File: src/sv/framed_packet_receiver_macros.svh
// assertion macros shared by the framed packet receiver modules
`ifndef FRAMED_PACKET_RECEIVER_MACROS_SVH
`define FRAMED_PACKET_RECEIVER_MACROS_SVH

// same-cycle implication, checked out of reset
`define FPR_ASSERT_NOW(lbl, ante, cons, msg) \
    lbl: assert property (@(posedge i_clk) disable iff (!i_rst_n) (ante) |-> (cons)) \
        else $error(msg);

// next-cycle implication, checked out of reset
`define FPR_ASSERT_NEXT(lbl, ante, cons, msg) \
    lbl: assert property (@(posedge i_clk) disable iff (!i_rst_n) (ante) |=> (cons)) \
        else $error(msg);

`endif

File: src/sv/fpr_pkg.sv
// shared types and constants of the framed packet receiver
`timescale 1ns / 1ps

package fpr_pkg;

    localparam int unsigned BYTE_W   = 8;
    localparam int unsigned STATUS_W = 3;
    localparam int unsigned ADDR_W   = 2;

    typedef logic [STATUS_W-1:0] t_status;
    typedef logic [ADDR_W-1:0]   t_reg_addr;

    // result status codes
    localparam t_status ST_NONE   = 3'd0;
    localparam t_status ST_DATA   = 3'd1;
    localparam t_status ST_GOOD   = 3'd2;
    localparam t_status ST_SUMERR = 3'd3;
    localparam t_status ST_TOOBIG = 3'd4;
    localparam t_status ST_ZERO   = 3'd5;

    // configuration register indexes
    localparam t_reg_addr REG_SYNC_FIRST  = 2'd0;
    localparam t_reg_addr REG_SYNC_SECOND = 2'd1;
    localparam t_reg_addr REG_MAX_LENGTH  = 2'd2;

    // configuration reset values
    localparam logic [BYTE_W-1:0] RST_SYNC_FIRST  = 8'hAA;
    localparam logic [BYTE_W-1:0] RST_SYNC_SECOND = 8'hAB;
    localparam logic [BYTE_W-1:0] RST_MAX_LENGTH  = 8'd250;

    typedef struct packed {
        logic [BYTE_W-1:0] sync_first;
        logic [BYTE_W-1:0] sync_second;
        logic [BYTE_W-1:0] max_length;
    } t_cfg;

    typedef struct packed {
        t_status           status;
        logic [BYTE_W-1:0] data_byte;
        logic [BYTE_W-1:0] frame_number;
        logic [BYTE_W-1:0] frame_length;
    } t_result;

endpackage

File: src/sv/framed_packet_receiver.sv
// top level of the framed packet receiver
`timescale 1ns / 1ps
// usage:
//   s_axis carries one received byte per item in s_axis_tdata[7:0]
//   m_axis gives exactly one result per accepted byte: tuser holds the status
//     (0 nothing, 1 payload byte, 2 frame good, 3 checksum error,
//     4 length too big, 5 zero length), tdata the payload byte, frame number
//     and frame length
//   frame layout: sync_first, sync_second, channel byte, length L (counts
//     itself plus payload), L-1 payload bytes, 8-bit sum of L and payload
//   config port: i_cfg_we with i_cfg_addr 0 sync_first, 1 sync_second,
//     2 max_length; other indexes are ignored; write only while idle
//   output: a result reaches m_axis from the result register (via skid if stalled)
//   throughput: one byte per cycle while the skid register is empty; the parser
//     state and running checksum update on every accepted byte
//   stall: a two-deep output stage (result register plus skid) keeps taking
//     one more byte after m_axis_tready drops; s_axis_tready falls only once
//     the skid register is occupied
//   reset (synchronous, active low): parser back to header hunt, frame counter
//     zero, sync bytes 0xAA 0xAB, max length 250, output stage empty

module framed_packet_receiver (
    input  logic                          i_clk,
    input  logic                          i_rst_n,
    // rx_byte[7:0]
    input  logic [7:0]                    s_axis_tdata,
    input  logic                          s_axis_tvalid,
    output logic                          s_axis_tready,
    // data_byte[7:0], frame_number[15:8], frame_length[23:16]
    output logic [23:0]                   m_axis_tdata,
    // status[2:0]
    output logic [2:0]                    m_axis_tuser,
    output logic                          m_axis_tvalid,
    input  logic                          m_axis_tready,
    input  logic                          i_cfg_we,
    input  fpr_pkg::t_reg_addr            i_cfg_addr,
    input  logic [fpr_pkg::BYTE_W-1:0]    i_cfg_wdata
);

    fpr_pkg::t_cfg    cfg;
    fpr_pkg::t_result parse_res;
    fpr_pkg::t_result out_res;
    logic             in_accept;
    logic             skid_ready;

    assign in_accept     = s_axis_tvalid && skid_ready;
    assign s_axis_tready = skid_ready;

    fpr_cfg_regs u_cfg (
        .i_clk   (i_clk),
        .i_rst_n (i_rst_n),
        .i_we    (i_cfg_we),
        .i_addr  (i_cfg_addr),
        .i_wdata (i_cfg_wdata),
        .o_cfg   (cfg)
    );

    // state advances only on an accepted byte
    fpr_parser u_parser (
        .i_clk    (i_clk),
        .i_rst_n  (i_rst_n),
        .i_valid  (in_accept),
        .i_byte   (s_axis_tdata),
        .i_cfg    (cfg),
        .o_result (parse_res)
    );

    fpr_out_skid u_out (
        .i_clk    (i_clk),
        .i_rst_n  (i_rst_n),
        .i_valid  (s_axis_tvalid),
        .o_ready  (skid_ready),
        .i_result (parse_res),
        .o_valid  (m_axis_tvalid),
        .i_ready  (m_axis_tready),
        .o_result (out_res)
    );

    assign m_axis_tdata = {out_res.frame_length, out_res.frame_number, out_res.data_byte};
    assign m_axis_tuser = out_res.status;

endmodule

File: src/sv/fpr_cfg_regs.sv
// configuration registers of the framed packet receiver
`timescale 1ns / 1ps

module fpr_cfg_regs (
    input  logic                          i_clk,
    input  logic                          i_rst_n,
    input  logic                          i_we,
    input  fpr_pkg::t_reg_addr            i_addr,
    input  logic [fpr_pkg::BYTE_W-1:0]    i_wdata,
    output fpr_pkg::t_cfg                 o_cfg
);

    fpr_pkg::t_cfg r_cfg;
    fpr_pkg::t_cfg n_cfg;

    always_comb begin
        n_cfg = r_cfg;
        if (i_we) begin
            case (i_addr)
                fpr_pkg::REG_SYNC_FIRST:  n_cfg.sync_first  = i_wdata;
                fpr_pkg::REG_SYNC_SECOND: n_cfg.sync_second = i_wdata;
                fpr_pkg::REG_MAX_LENGTH:  n_cfg.max_length  = i_wdata;
                default:                  n_cfg = r_cfg;
            endcase
        end
    end

    always_ff @(posedge i_clk) begin
        if (!i_rst_n) begin
            r_cfg.sync_first  <= fpr_pkg::RST_SYNC_FIRST;
            r_cfg.sync_second <= fpr_pkg::RST_SYNC_SECOND;
            r_cfg.max_length  <= fpr_pkg::RST_MAX_LENGTH;
        end else begin
            r_cfg <= n_cfg;
        end
    end

    assign o_cfg = r_cfg;

endmodule

File: src/sv/fpr_parser.sv
// frame parser state machine: one byte in, one result out
`timescale 1ns / 1ps
`include "framed_packet_receiver_macros.svh"

module fpr_parser (
    input  logic                          i_clk,
    input  logic                          i_rst_n,
    input  logic                          i_valid,
    input  logic [fpr_pkg::BYTE_W-1:0]    i_byte,
    input  fpr_pkg::t_cfg                 i_cfg,
    output fpr_pkg::t_result              o_result
);

    typedef enum logic [2:0] {
        PH_HUNT1 = 3'd0,
        PH_HUNT2 = 3'd1,
        PH_CHAN  = 3'd2,
        PH_LEN   = 3'd3,
        PH_BODY  = 3'd4
    } t_phase;

    t_phase                      r_phase,     n_phase;
    logic [fpr_pkg::BYTE_W-1:0]  r_byte_idx,  n_byte_idx;
    logic [fpr_pkg::BYTE_W-1:0]  r_exp_len,   n_exp_len;
    logic [fpr_pkg::BYTE_W-1:0]  r_sum,       n_sum;
    logic [fpr_pkg::BYTE_W-1:0]  r_frame_cnt, n_frame_cnt;

    logic [fpr_pkg::BYTE_W-1:0]  cur_frame;
    logic [fpr_pkg::BYTE_W:0]    idx_next;
    fpr_pkg::t_result            res;

    // frame number of the frame in flight, counter already advanced
    assign cur_frame = r_frame_cnt - 8'd1;
    assign idx_next  = {1'b0, r_byte_idx} + 9'd1;

    always_comb begin
        n_phase     = r_phase;
        n_byte_idx  = r_byte_idx;
        n_exp_len   = r_exp_len;
        n_sum       = r_sum;
        n_frame_cnt = r_frame_cnt;
        res         = '0;
        res.status  = fpr_pkg::ST_NONE;
        case (r_phase)
            PH_HUNT2: begin
                n_phase = (i_byte == i_cfg.sync_second) ? PH_CHAN : PH_HUNT1;
            end
            PH_CHAN: begin
                res.frame_number = r_frame_cnt;
                n_frame_cnt      = r_frame_cnt + 8'd1;
                n_phase          = PH_LEN;
            end
            PH_LEN: begin
                res.frame_number = cur_frame;
                res.frame_length = i_byte;
                n_exp_len        = i_byte;
                n_byte_idx       = '0;
                n_sum            = i_byte;
                if (i_byte > i_cfg.max_length) begin
                    res.status = fpr_pkg::ST_TOOBIG;
                    n_phase    = PH_HUNT1;
                end else begin
                    n_phase    = PH_BODY;
                end
            end
            PH_BODY: begin
                res.frame_number = cur_frame;
                res.frame_length = r_exp_len;
                if (r_exp_len == '0) begin
                    res.status = fpr_pkg::ST_ZERO;
                    n_phase    = PH_HUNT1;
                end else if (idx_next < {1'b0, r_exp_len}) begin
                    res.status    = fpr_pkg::ST_DATA;
                    res.data_byte = i_byte;
                    n_sum         = r_sum + i_byte;
                    n_byte_idx    = idx_next[fpr_pkg::BYTE_W-1:0];
                end else begin
                    res.status = (r_sum == i_byte) ? fpr_pkg::ST_GOOD : fpr_pkg::ST_SUMERR;
                    n_phase    = PH_HUNT1;
                end
            end
            default: begin
                n_phase = (i_byte == i_cfg.sync_first) ? PH_HUNT2 : PH_HUNT1;
            end
        endcase
    end

    always_ff @(posedge i_clk) begin
        if (!i_rst_n) begin
            r_phase     <= PH_HUNT1;
            r_byte_idx  <= '0;
            r_exp_len   <= '0;
            r_sum       <= '0;
            r_frame_cnt <= '0;
        end else if (i_valid) begin
            r_phase     <= n_phase;
            r_byte_idx  <= n_byte_idx;
            r_exp_len   <= n_exp_len;
            r_sum       <= n_sum;
            r_frame_cnt <= n_frame_cnt;
        end
    end

    assign o_result = res;

    `FPR_ASSERT_NEXT(a_cnt_step, i_valid && r_phase == PH_CHAN, r_frame_cnt == $past(r_frame_cnt) + 8'd1, "frame counter did not advance on channel byte")
    `FPR_ASSERT_NOW(a_idx_bound, r_phase == PH_BODY && r_exp_len != '0, r_byte_idx < r_exp_len, "payload index ran past frame length")
    `FPR_ASSERT_NOW(a_data_zero, o_result.status != fpr_pkg::ST_DATA, o_result.data_byte == '0, "data byte set without payload status")

endmodule

File: src/sv/fpr_out_skid.sv
// result register with skid stage for the output stream
`timescale 1ns / 1ps
`include "framed_packet_receiver_macros.svh"

module fpr_out_skid (
    input  logic              i_clk,
    input  logic              i_rst_n,
    input  logic              i_valid,
    output logic              o_ready,
    input  fpr_pkg::t_result  i_result,
    output logic              o_valid,
    input  logic              i_ready,
    output fpr_pkg::t_result  o_result
);

    logic             r_out_valid,  n_out_valid;
    logic             r_skid_valid, n_skid_valid;
    fpr_pkg::t_result r_out,        n_out;
    fpr_pkg::t_result r_skid,       n_skid;

    always_comb begin
        n_out_valid  = r_out_valid;
        n_skid_valid = r_skid_valid;
        n_out        = r_out;
        n_skid       = r_skid;
        if (r_skid_valid) begin
            // input is held off; drain skid into the output register
            if (i_ready) begin
                n_out        = r_skid;
                n_skid_valid = 1'b0;
            end
        end else if (i_valid) begin
            if (!r_out_valid || i_ready) begin
                n_out       = i_result;
                n_out_valid = 1'b1;
            end else begin
                n_skid       = i_result;
                n_skid_valid = 1'b1;
            end
        end else if (i_ready) begin
            n_out_valid = 1'b0;
        end
    end

    always_ff @(posedge i_clk) begin
        if (!i_rst_n) begin
            r_out_valid  <= 1'b0;
            r_skid_valid <= 1'b0;
        end else begin
            r_out_valid  <= n_out_valid;
            r_skid_valid <= n_skid_valid;
        end
        r_out  <= n_out;
        r_skid <= n_skid;
    end

    assign o_ready  = !r_skid_valid;
    assign o_valid  = r_out_valid;
    assign o_result = r_out;

    `FPR_ASSERT_NOW(a_skid_has_out, r_skid_valid, r_out_valid, "skid holds an item while output is empty")
    `FPR_ASSERT_NEXT(a_skid_fill, i_valid && o_ready && r_out_valid && !i_ready, r_skid_valid, "stalled item was not caught in skid")
    `FPR_ASSERT_NEXT(a_out_hold, r_out_valid && !i_ready, r_out_valid && r_out == $past(r_out), "output item changed while stalled")

endmodule

File: config.mk
export PLATFORM = sky130hd
export DESIGN_NAME = framed_packet_receiver
export DESIGN_NICKNAME = d
export VERILOG_FILES = /design/src/sv/fpr_pkg.sv /design/src/sv/framed_packet_receiver.sv /design/src/sv/fpr_cfg_regs.sv /design/src/sv/fpr_parser.sv /design/src/sv/fpr_out_skid.sv
export VERILOG_INCLUDE_DIRS = /design/src /design/src/sv
export SDC_FILE = /design/constraint.sdc
export NUM_CORES = 1
export LEC_CHECK = 0
export BUFFER_PORTS_ARGS = -buffer_cell sky130_fd_sc_hd__buf_2
export CORE_MARGIN = 3
export CORE_UTILIZATION = 52
export DETAILED_ROUTE_END_ITERATION = 12
export PLACE_DENSITY_LB_ADDON = 0.05
export SYNTH_ARGS = -nofsm -noshare
export SYNTH_HDL_FRONTEND = slang
export SYNTH_SLANG_ARGS = --single-unit
export TNS_END_PERCENT = 50
File: constraint.sdc
create_clock -name i_clk -period 3.06 [get_ports i_clk]
set_input_delay 0.306 -clock i_clk [delete_from_list [all_inputs] [get_ports i_clk]]
set_output_delay 0.306 -clock i_clk [all_outputs]
set_load 0.01 [all_outputs]
# After elaboration in Yosys (flattened, before gate mapping)
# Cells that the tools add are included.
dict set report totals {
  reg_bits 115
  in_bits 23
  output_inout_bits 29
  word_cells 94
}
dict set report op_classes {
  add_sub_neg 4
  magnitude_cmp 2
  n_eq_ne 14
  n_mux 33
  bitwise_logic 2
  n_reduce_logical 21
}
# cell count
set ops {}
lappend ops {{$mux 27} 4}
lappend ops {{$pmux 8 s2} 4}
lappend ops {{$mux 8} 7}
lappend ops {{$eq 8x8->1} 3}
lappend ops {{$mux 3} 6}
lappend ops {{$pmux 3 s4} 1}
lappend ops {{$reduce_and 2->1} 6}
lappend ops {{$add 8x1->9 const B} 1}
lappend ops {{$lt 9x8->1} 1}
lappend ops {{$mux 1} 9}
lappend ops {{$reduce_and 3->1} 3}
lappend ops {{$add 8x1->8 const B} 1}
lappend ops {{$add 8x8->8} 1}
lappend ops {{$gt 8x8->1} 1}
lappend ops {{$logic_not 8->1} 1}
lappend ops {{$reduce_bool 2->1} 4}
lappend ops {{$sub 8x1->8 const B} 1}
lappend ops {{$eq 3x2->1 const B} 2}
lappend ops {{$pmux 3 s2} 1}
lappend ops {{$ne 2x1->1 const B} 2}
lappend ops {{$ne 2x2->1 const B} 2}
lappend ops {{$reduce_and 4->1} 1}
lappend ops {{$eq 3x1->1 const B} 1}
lappend ops {{$eq 3x3->1 const B} 1}
lappend ops {{10 further kinds} 12}

# Logic depth before layout (Yosys ltp)
# Gate-level depths: netlist of run 1.
dict set report logic_depth {
  ltp_word 8
  mapped_depth 12
  mapped_depth_nobuf 11
}

# Cells and area by module
# From an unflattened synthesis of run 1, not the netlist that was laid out.
dict set report hier_totals {
  cells_unflattened 578
  hier_area_um2 6155.9
}
# module instances cells_each area_per_inst_um2 seq_area_each_um2
set by_module_without_submodules {}
lappend by_module_without_submodules {fpr_parser 1 387 3007.9 700.7}
lappend by_module_without_submodules {fpr_out_skid 1 98 2180.8 1661.6}
lappend by_module_without_submodules {fpr_cfg_regs 1 92 960.9 480.5}
lappend by_module_without_submodules {framed_packet_receiver 1 1 6.3 0.0}

# Worst setup path after synthesis of run 1
# No wires, ideal clock.
dict set report synth_timing {
  kind {register to register}
  start {register u_parser.r_byte_idx[0] (netlist name)}
  end {register u_parser.r_byte_idx[6] (netlist name)}
  setup_ns 0.058
  arrival_time_ns 2.742
  required_ns 3.002
  slack_ns 0.260
  path_stages_with_launch 13
  path_buffers 1
  synth_period_minus_slack_ns 2.800
  path_cell_list {dfxtp_1 > ha_1 > and4_1 > nand2_1 > xnor2_1 > ha_1 > a21o_1 > a21oi_2 > nand4_2 > or3_1 > buf_6 > a2111oi_4 > o21a_1}
}
dict set report synth_via {
  elab_chain_len 4
  elab_cells_between_ends 7
  classes_between {1 x add/sub; 1 x order compare; 1 x eq/ne; 3 x mux; 1 x reduce/logical}
}
# item line_no
set synth_lines {}
lappend synth_lines {{start, declared} fpr_parser.sv:23} ;# logic [fpr_pkg::BYTE_W-1:0] r_byte_idx, n_byte_idx;
lappend synth_lines {{start signal, assigned} fpr_parser.sv:97} ;# r_byte_idx <= n_byte_idx;
lappend synth_lines {{$add 8x1->9 *} fpr_parser.sv:34} ;# assign idx_next = {1'b0, r_byte_idx} + 9'd1;
lappend synth_lines {{$lt 9x8->1 / $mux 8 (equally long branches)} fpr_parser.sv:72} ;# end else if (idx_next < {1'b0, r_exp_len}) begin
lappend synth_lines {{$ne 2x1->1 (no source line) / $mux 8 (equally long branches)} --}
lappend synth_lines {{$reduce_and 4->1 (no source line) / $pmux 8 s2 (equally long branches)} --}
# Every way passes the cells marked *; elsewhere a longest branch is shown, timed or not. The select of a mux whose other input is x is not followed.
# A chain may end at the register's enable or synchronous reset.

# Final worst setup path of run 1
dict set report layout_timing {
  start {register u_parser.r_byte_idx[1] (netlist name)}
  end {register u_parser.r_byte_idx[6] (netlist name)}
}
# Same word-level chain as after synthesis.

==> results.md, run 1 <==
* Reg area at 0.00285 mm²
* Setup TNS at 0 ps
* # rows at 37
* Critical path origin: u_parser.r_byte_idx[1]
* Core Area at 0.0106 mm²
* DRC at 0
* Number of flops mapped to enable cells by yosys at between 50 and 60
* # hold bufs at CTS at 0
* Yosys cell types at 59
* Reg2reg end: u_parser.r_byte_idx[6]
* Largest net degree at the start of global routing at 28
* Syn avg cell area at 9.91 µm²
* Max-Cap Viols at 0
* Worst hold path class: primary input to register
* First-pass GRT wire length at 22.3 mm
* Crit Path Class: register to register
* Final nets at roughly 690
* Peak VDD IR at 0.339 mV
* First DRT Iteration DRCs at 283
* Static Leak at 2.77 nW
* Worst R2R Setup Slack at 120 ps
* Slew HR at 42.1%
* Worst slew pin tran at 865 ps
* Maximum clock rate at 0.340 GHz
* WP data required at 3520 ps
* Seq/Total Area, Yosys at 49.1%
* GR Overflow Total at 0
* Setup Skew at 7.25 ps
* RSZ-0062 raised after global routing: no
* Placer congestion estimate at 0.887
* Fill count at 858
* Period minus WS final at 2940 ps
* Final setup fails at 0
* Hpwl dp at 9.45 mm
* Via density at 5.73
* Switching share of power at roughly 23%
* Worst Setup End Kind: register
* WHS Path Cells at 3
* Die Y at 112 µm
* Antenna violations before repair at 0
* R2R cell count at 11
* Status: completed
* Power Density at 558 mW/mm²
* Most frequent cells in the layout: 78 x nand2_1, 59 x dfxtp_1, 54 x edfxtp_1
* Starting Density at between 50 and 60%
* Die X at 112 µm
* Commonest non-fill, non-tap cell in the layout: nand2_1
* Top cell type's share of synthesized area at 28.0%
* Synth Register Bits at roughly 120
* Asr flop ratio synth at 0%
* IO Pins at 52
* Clock tree buffer depth at 2
* Diode count at 0
* Pre-CTS WS at between 90 and 100 ps
* Setup crit start kind: register
* Multi-input gate area at between 0.002 and 0.003 mm²
* Synth top area cells: edfxtp_1 28%, dfxtp_1 21%, ha_1 5.4%
* Clk sinks at between 100 and 150
* Synth Flop Type: dfxtp_1
* Wire length per cell at between 15 and 20 µm
* CTS clock-pin slew for the worst setup and hold paths at 60 ps
* Post-Syn Area at around 0.0058 mm²
* Fin. max-slew vios at 0
* Skew-Pair Late Insertion Delay at 520 ps
* Clock share of power at between 40% and 50%
* Period utilization at approximately 96%
* CTS tree: yes
* I/O Buffers at 51
* CTS buffer count at 17
* Area of placed instances at 0.00622 mm²
* Sw Pwr at approximately 0.00087 W
* Gate Count Post-Synth at 584
* Reg2reg start: u_parser.r_byte_idx[1]
* H-tree depth at 4
* WL final at 13.6 mm
* Setup ws final at 119 ps
* Vias at between 4000 and 5000
* P_int at ~0.003 W
* Seq pwr share at between 40% and 50%
* Worst path arrival time at 3410 ps
* Drt first pass iters at 5
* Leading area contributor after synthesis: edfxtp_1
* Syn_nets at between 600 and 700
* Tot GR Track Use at 22.4%
* Vias in the first global route at between 4000 and 5000
* Die area at 0.0124 mm²
* Comb pwr share at 7.1%
* Final hold violation count at 0
* Clock root buffer master: clkbuf_8
* Synth warnings at 0
* Layout cells sized above 1 at 20.8%
* Post-route ant nets at 0
* Min-Delay Startpoint: i_cfg_wdata[7]
* Post-Layout Inst Area at just under 0.007 mm²
* Worst-path fanout max at 6
* Hold Path Sink: u_cfg.o_cfg[15]
* Area Overhead vs Synth at 18.3%
==> worst max path at each step <==
stage,endpoint
floorplan,u_parser.r_byte_idx[6]
global placement,u_parser.r_phase[1]
detailed placement,u_parser.r_byte_idx[6]
CTS,u_parser.r_byte_idx[6]
global route,u_parser.r_sum[7]
finish,u_parser.r_byte_idx[6]
==> cell usage after synthesis, types with 7 or more instances <==
cell / number
nand2_1: 78
dfxtp_1: 61
edfxtp_1: 54
a21oi_1: 38
nor2_1: 36
inv_1: 27
ha_1: 25
mux2_2: 25
o21ai_0: 23
clkbuf_1: 20
xor2_1: 20
nand3_1: 18
nor3_1: 16
xnor2_1: 11
mux2i_1: 10
nand4_1: 10
nor4_1: 10
o211ai_1: 8
nand2b_1: 7
==> worst max-delay path, cell delays in order, from the launching register on <==
cell,delay [ps]
dfxtp_1,370
ha_2,230
and4_1,230
nand2_1,140
xnor2_1,210
ha_1,270
a21o_1,170
a21oi_2,200
nand4_4,130
or3_4,420
a2111oi_4,350
o21a_1,150
==> through the flow <==
| stage | hold WS [ps] | util, % | power [W] | instances |
|---|---|---|---|---|
| after floorplan | 430 | - | 0.00187 | 584 |
| after global placement | 453 | 59.0 | 0.00197 | 760 |
| after detailed placement | 459 | 59.0 | 0.00198 | 760 |
| after CTS | 18.9 | 64.3 | 0.00383 | 792 |
| after global routing | 41.2 | 64.9 | 0.00396 | 794 |
| final | 26.2 | 64.9 | 0.00382 | 794 |
==> registers in the layout, summed over array words and instances (netlist names) <==
signal / cells
u_parser.r_sum: 8
u_parser.r_byte_idx: 8
u_out.o_result: 27
u_out.r_skid: 27
u_out.o_valid: 1
u_out.r_skid_valid: 1
u_parser.r_frame_cnt: 8
u_parser.r_phase: 3
u_cfg.o_cfg: 24
u_parser.r_exp_len: 8
==> metal layers <==
layer | vias up | track usage [%] | wire length [µm]
met1 | 2167 | 29.9 | 6390
met3 | 24 | 5.82 | 704
met4 | 0 | 6.81 | 249
li1 | 2222 | - | -
met5 | - | 0 | 0
met2 | 135 | 36.1 | 6260
==> power groups by stage <==
| stage | Clock, W | Combinational (W) | Sequential (W) |
|---|---|---|---|
| floorplan | 0 | 0.000150 | 0.00172 |
| global placement | 0 | 0.000261 | 0.00171 |
| detailed placement | 0 | 0.000268 | 0.00172 |
| CTS | 0.00188 | 0.000270 | 0.00169 |
| global route | 0.00197 | 0.000300 | 0.00169 |
| finish | 0.00186 | 0.000271 | 0.00168 |
==> kinds of logic (layout without fill, tap and decap cells) <==
logic type	Yosys count	in the layout	synth area share [%]
XOR/XNOR	31	31	4.69
AO/OA/AOI/OAI	115	115	12.9
adder cells (fa/ha/maj)	26	26	5.75
multiplexers	35	35	6.59
AND/OR/NAND/NOR	205	205	17.1
flip-flops	115	115	49.1
buffers and inverters	57	131	3.93
==> timing repair <==
item | CTS | global route
resized for setup | 0 | 8
buffers inserted | 0 | 2
setup endpoints to repair | 0 | 23
==> cell type report <==
cell class,instances,area share [%]
clock buffers,24,7.20
clock inverters,8,1.08
repair buffers,70,5.99
multi-input cells,412,40.1
inverters,29,1.59
well taps,136,2.48
flip-flops and latches,115,41.5
Power figures use the tool's default switching activity.
==> run 2: changes to the inputs <==
--- a/config.mk
+++ b/config.mk
@@ -13,5 +13,6 @@
 export PLACE_DENSITY_LB_ADDON = 0.05
 export SYNTH_ARGS = -nofsm -noshare
 export SYNTH_HDL_FRONTEND = slang
+export SYNTH_HIERARCHICAL = 1
 export SYNTH_SLANG_ARGS = --single-unit
 export TNS_END_PERCENT = 50
==> run 2 against run 1 <==
  * Global-route usage is 2.1 points lower
  * Synthesized cell count is 1.0% lower
  * Die area is 6.0% higher
  * Flip-flop and latch count stayed put
  * Final area is 3.9% higher
  * Highest routed layer unchanged
==> results.md, run 2 <==
* Status: completed
* Fill count at 960 (+12%)
* Syn avg cell area at 10.7 µm² (+7.4%)
* Final setup fails at 0 (unchanged)
* Period utilization at 94.3% (-1.8 points)
* Pre-CTS WS at 130 ps (+33.1 ps)
* Crit-path cells: ha_2 > and4_1 > nand2_1 > xnor2_1 > ha_1 > and3_1 > a21oi_1 > nand3_1 > or2_1 > nor3_1 > mux2_4
* Setup crit start kind: register
* Synth Area in Adders at 5.41% (-0.34 points)
* WP data required at 3340 ps (-180 ps)
* Clock root buffer master: clkbuf_16
* CTS buffer count at 17 (unchanged)
* Final hold violation count at 0 (unchanged)
* Most frequent cells in the layout: 69 x nand2_1, 60 x dfxtp_1, 54 x edfxtp_1
* First-pass GRT wire length at 20.9 mm (-6.5%)
* Placer congestion estimate at 0.866 (-2.4%)
* Asr flop ratio synth at 0% (unchanged)
* Wire length per cell at 16.1 µm (-6.1%)
* Count leader, synth: nand2_1
* Post-synthesis mux area share at 10.0% (+3.4 points)
* Slew HR at 54.1% (+12 points)
* Vias in the first global route at 4226 (-4.2%)
* Post-Layout Inst Area at 0.00712 mm² (+3.9%)
* Largest net degree at the start of global routing at 43 (+54%)
* Simple-gate share of the synthesized area at 16.5% (-0.53 points)
* Top cell type's share of synthesized area at 26.3% (-1.7 points)
* Vias at 4370 (-3.9%)
* DRC at 0 (unchanged)
* Static Leak at 2.92 nW (+5.6%)
* Clk sinks at 115 (unchanged)
* Number of flops mapped to enable cells by yosys at 54 (unchanged)
* Worst hold path class: primary input to register
* Diode count at 0 (unchanged)
* Worst path arrival time at 3170 ps (-240 ps)
* Crit Path Class: register to register
* CP peak stage delay at 400 ps (-20 ps)
* Maximum clock rate at 0.346 GHz (+1.9%)
* Max-Cap Viols at 0 (unchanged)
* Synth Register Bits at 115 (unchanged)
* GR Overflow Total at 0 (unchanged)
* Seq/Total Area, Yosys at 46.2% (-2.9 points)
* Power Density at 537 mW/mm² (-3.7%)
* Synth warnings at 6 (+6)
* Synth Area in Compound Gates at 12.5% (-0.34 points)
* Peak VDD IR at 0.304 mV (-10%)
* Fin. max-slew vios at 0 (unchanged)
* # hold bufs at CTS at 0 (unchanged)
* H-tree depth at 4 (unchanged)
* Synth Flop Type: dfxtp_1
* Post-route ant nets at 0 (unchanged)
* I/O Buffers at 51 (unchanged)
* CTS tree: yes
* Worst hold margin at 183 ps (+156 ps)
* Commonest non-fill, non-tap cell in the layout: nand2_1
* CTS clock-pin slew for the worst setup and hold paths at 50 ps (about the same)
* WL final at 12.8 mm (-6.0%)
* Via density at 5.50 (-4.0%)
* Multi-input gate area at 0.00304 mm² (+10%)
* Die area at 0.0132 mm² (+6.0%)
* Reg2reg start: u_parser/r_byte_idx[0]
* Worst-path fanout max at 5 (-1)
* Worst Setup End Kind: register
* Final cell count without fillers at 795 (+0.13%)
* Hpwl dp at 9.06 mm (-4.1%)
* Syn_nets at 627 (-0.95%)
* Post-synth top cells: 69 x nand2_1, 61 x dfxtp_1, 54 x edfxtp_1
* Setup Skew at 4.89 ps (-2.36 ps)
* Largest family of logic cells by synthesized area: simple AND/OR/NAND/NOR gates
* XOR/XNOR share of the synthesized area at 4.55% (-0.14 points)
* Critical path origin: u_parser/r_byte_idx[0]
* Die Y at 115 µm (+3.0%)
* Starting Density at 53.5% (-1.4 points)
* Yosys cell types at 62 (+5.1%)
* Period minus WS final at 2890 ps (-53.8 ps)
* Tot GR Track Use at 20.3% (-2.1 points)
* Area Overhead vs Synth at 15.6%
* Leading area contributor after synthesis: edfxtp_1
* Layout cells sized above 1 at 20.7% (-0.12 points)
* Clock tree buffer depth at 2 (unchanged)
* Final nets at 688 (-0.86%)
* Drt first pass iters at 4 (-1)
* Setup ws final at 173 ps (+53.8 ps)
* Min-Delay Startpoint: s_axis_tvalid
* Synth top area cells: edfxtp_1 26%, dfxtp_1 20%, mux2_4 6.1%
* Core Area at 0.0115 mm² (+9.1%)
* Skew-Pair Late Insertion Delay at 410 ps (-110 ps)
* First DRT Iteration DRCs at 249 (-12%)
* Antenna violations before repair at 0 (unchanged)
* Gate Count Post-Synth at 578 (-1.0%)
* Final core occ at 61.8% (-3.1 points)
* Reg area at 0.00284 mm² (about the same)
* Area of placed instances at 0.00649 mm² (+4.3%)
* Slowest-stage cell, CP: dfxtp_1
* RSZ-0062 raised after global routing: yes
* Placed cells at 757 (-0.39%)
* # rows at 39 (+5.4%)
* Post-Syn Area at 0.00616 mm² (+6.3%)
* IO Pins at 52 (unchanged)
* Die X at 115 µm (+3.0%)
* Worst slew pin tran at 687 ps (-177 ps)
-- run 2: cell count changes in the layout (fill, tap and decap cells not counted), moves of 7 or more --
cell      before  now
a21boi_1       0    7
nor2_1        36   16
a21boi_0       1   11
mux2_4         0   25
a21oi_1       37   12
nand2_1       78   69
and2_1         6   16
mux2_2        25    2
mux2i_1       10   22
nor2b_1        2   24
xnor2_1       11   25
xor2_1        20    7
nand3_1       18    9
-- run 2: area by class of cell --
type | count | share of cell area [%]
multi-input combinational | 409 | 42.7
inverter | 30 | 1.58
sequential | 115 | 40.0
tap | 143 | 2.51
timing repair buffer | 66 | 5.17
clock buffer | 20 | 6.14
clock inverter | 12 | 1.95
-- run 2: timing repair --
action,CTS,global route
gates resized for setup,0,1
endpoints found under the hold margin,0,0
buffers inserted,0,5
setup endpoints to repair,0,11
-- run 2: path summary, 6_finish.rpt --
check / slack [ps] / to / depth (start not counted)
worst max-delay path: 170 / u_out/o_result[23] / 11
worst max register to register: 170 / u_out/o_result[23] / 11
worst min register to register: 470 / u_cfg/o_cfg[2] / 2
worst min-delay path: 180 / u_out/o_valid / 3
-- run 2: per-stage QoR --
stage	TNS, ps	total power, W
2_1_floorplan	0	0.00184
3_3_place_gp	0	0.00192
3_5_place_dp	0	0.00193
4_1_cts	0	0.00386
5_1_grt	-33.5	0.00396
6_report	0	0.00382
-- run 2: metal layers --
metal / vias to the layer above / track usage (%) / routed length, µm
met1: 2054 / 27.4 / 6120
li1: 2202 / - / -
met3: 19 / 4.26 / 513
met4: 0 / 8.76 / 234
met5: - / 0 / 0
met2: 95 / 31.8 / 5920
-- run 2: cell families after synthesis --
group           count (synthesis)
simple gates                  191
xor+xnor                       32
buf+inv                        55
flops                         115
fa+ha+maj                      26
mux                            49
compound gates                110
-- run 2: critical path: cells and delay by family (launching register included) --
kind	cells	cell delay, ps
adder cells (fa/ha/maj)	2	540
XOR/XNOR	1	140
AND/OR/NAND/NOR	6	1310
multiplexers	1	230
AO/OA/AOI/OAI	1	130
flip-flops	1	400
-- run 2: where the power goes --
| part | internal (W) | switching, W |
|---|---|---|
| registers | 0.00165 | 0.0000149 |
| logic | 0.0000920 | 0.000132 |
| clock network | 0.00126 | 0.000663 |
| total | 0.00301 | 0.000809 |
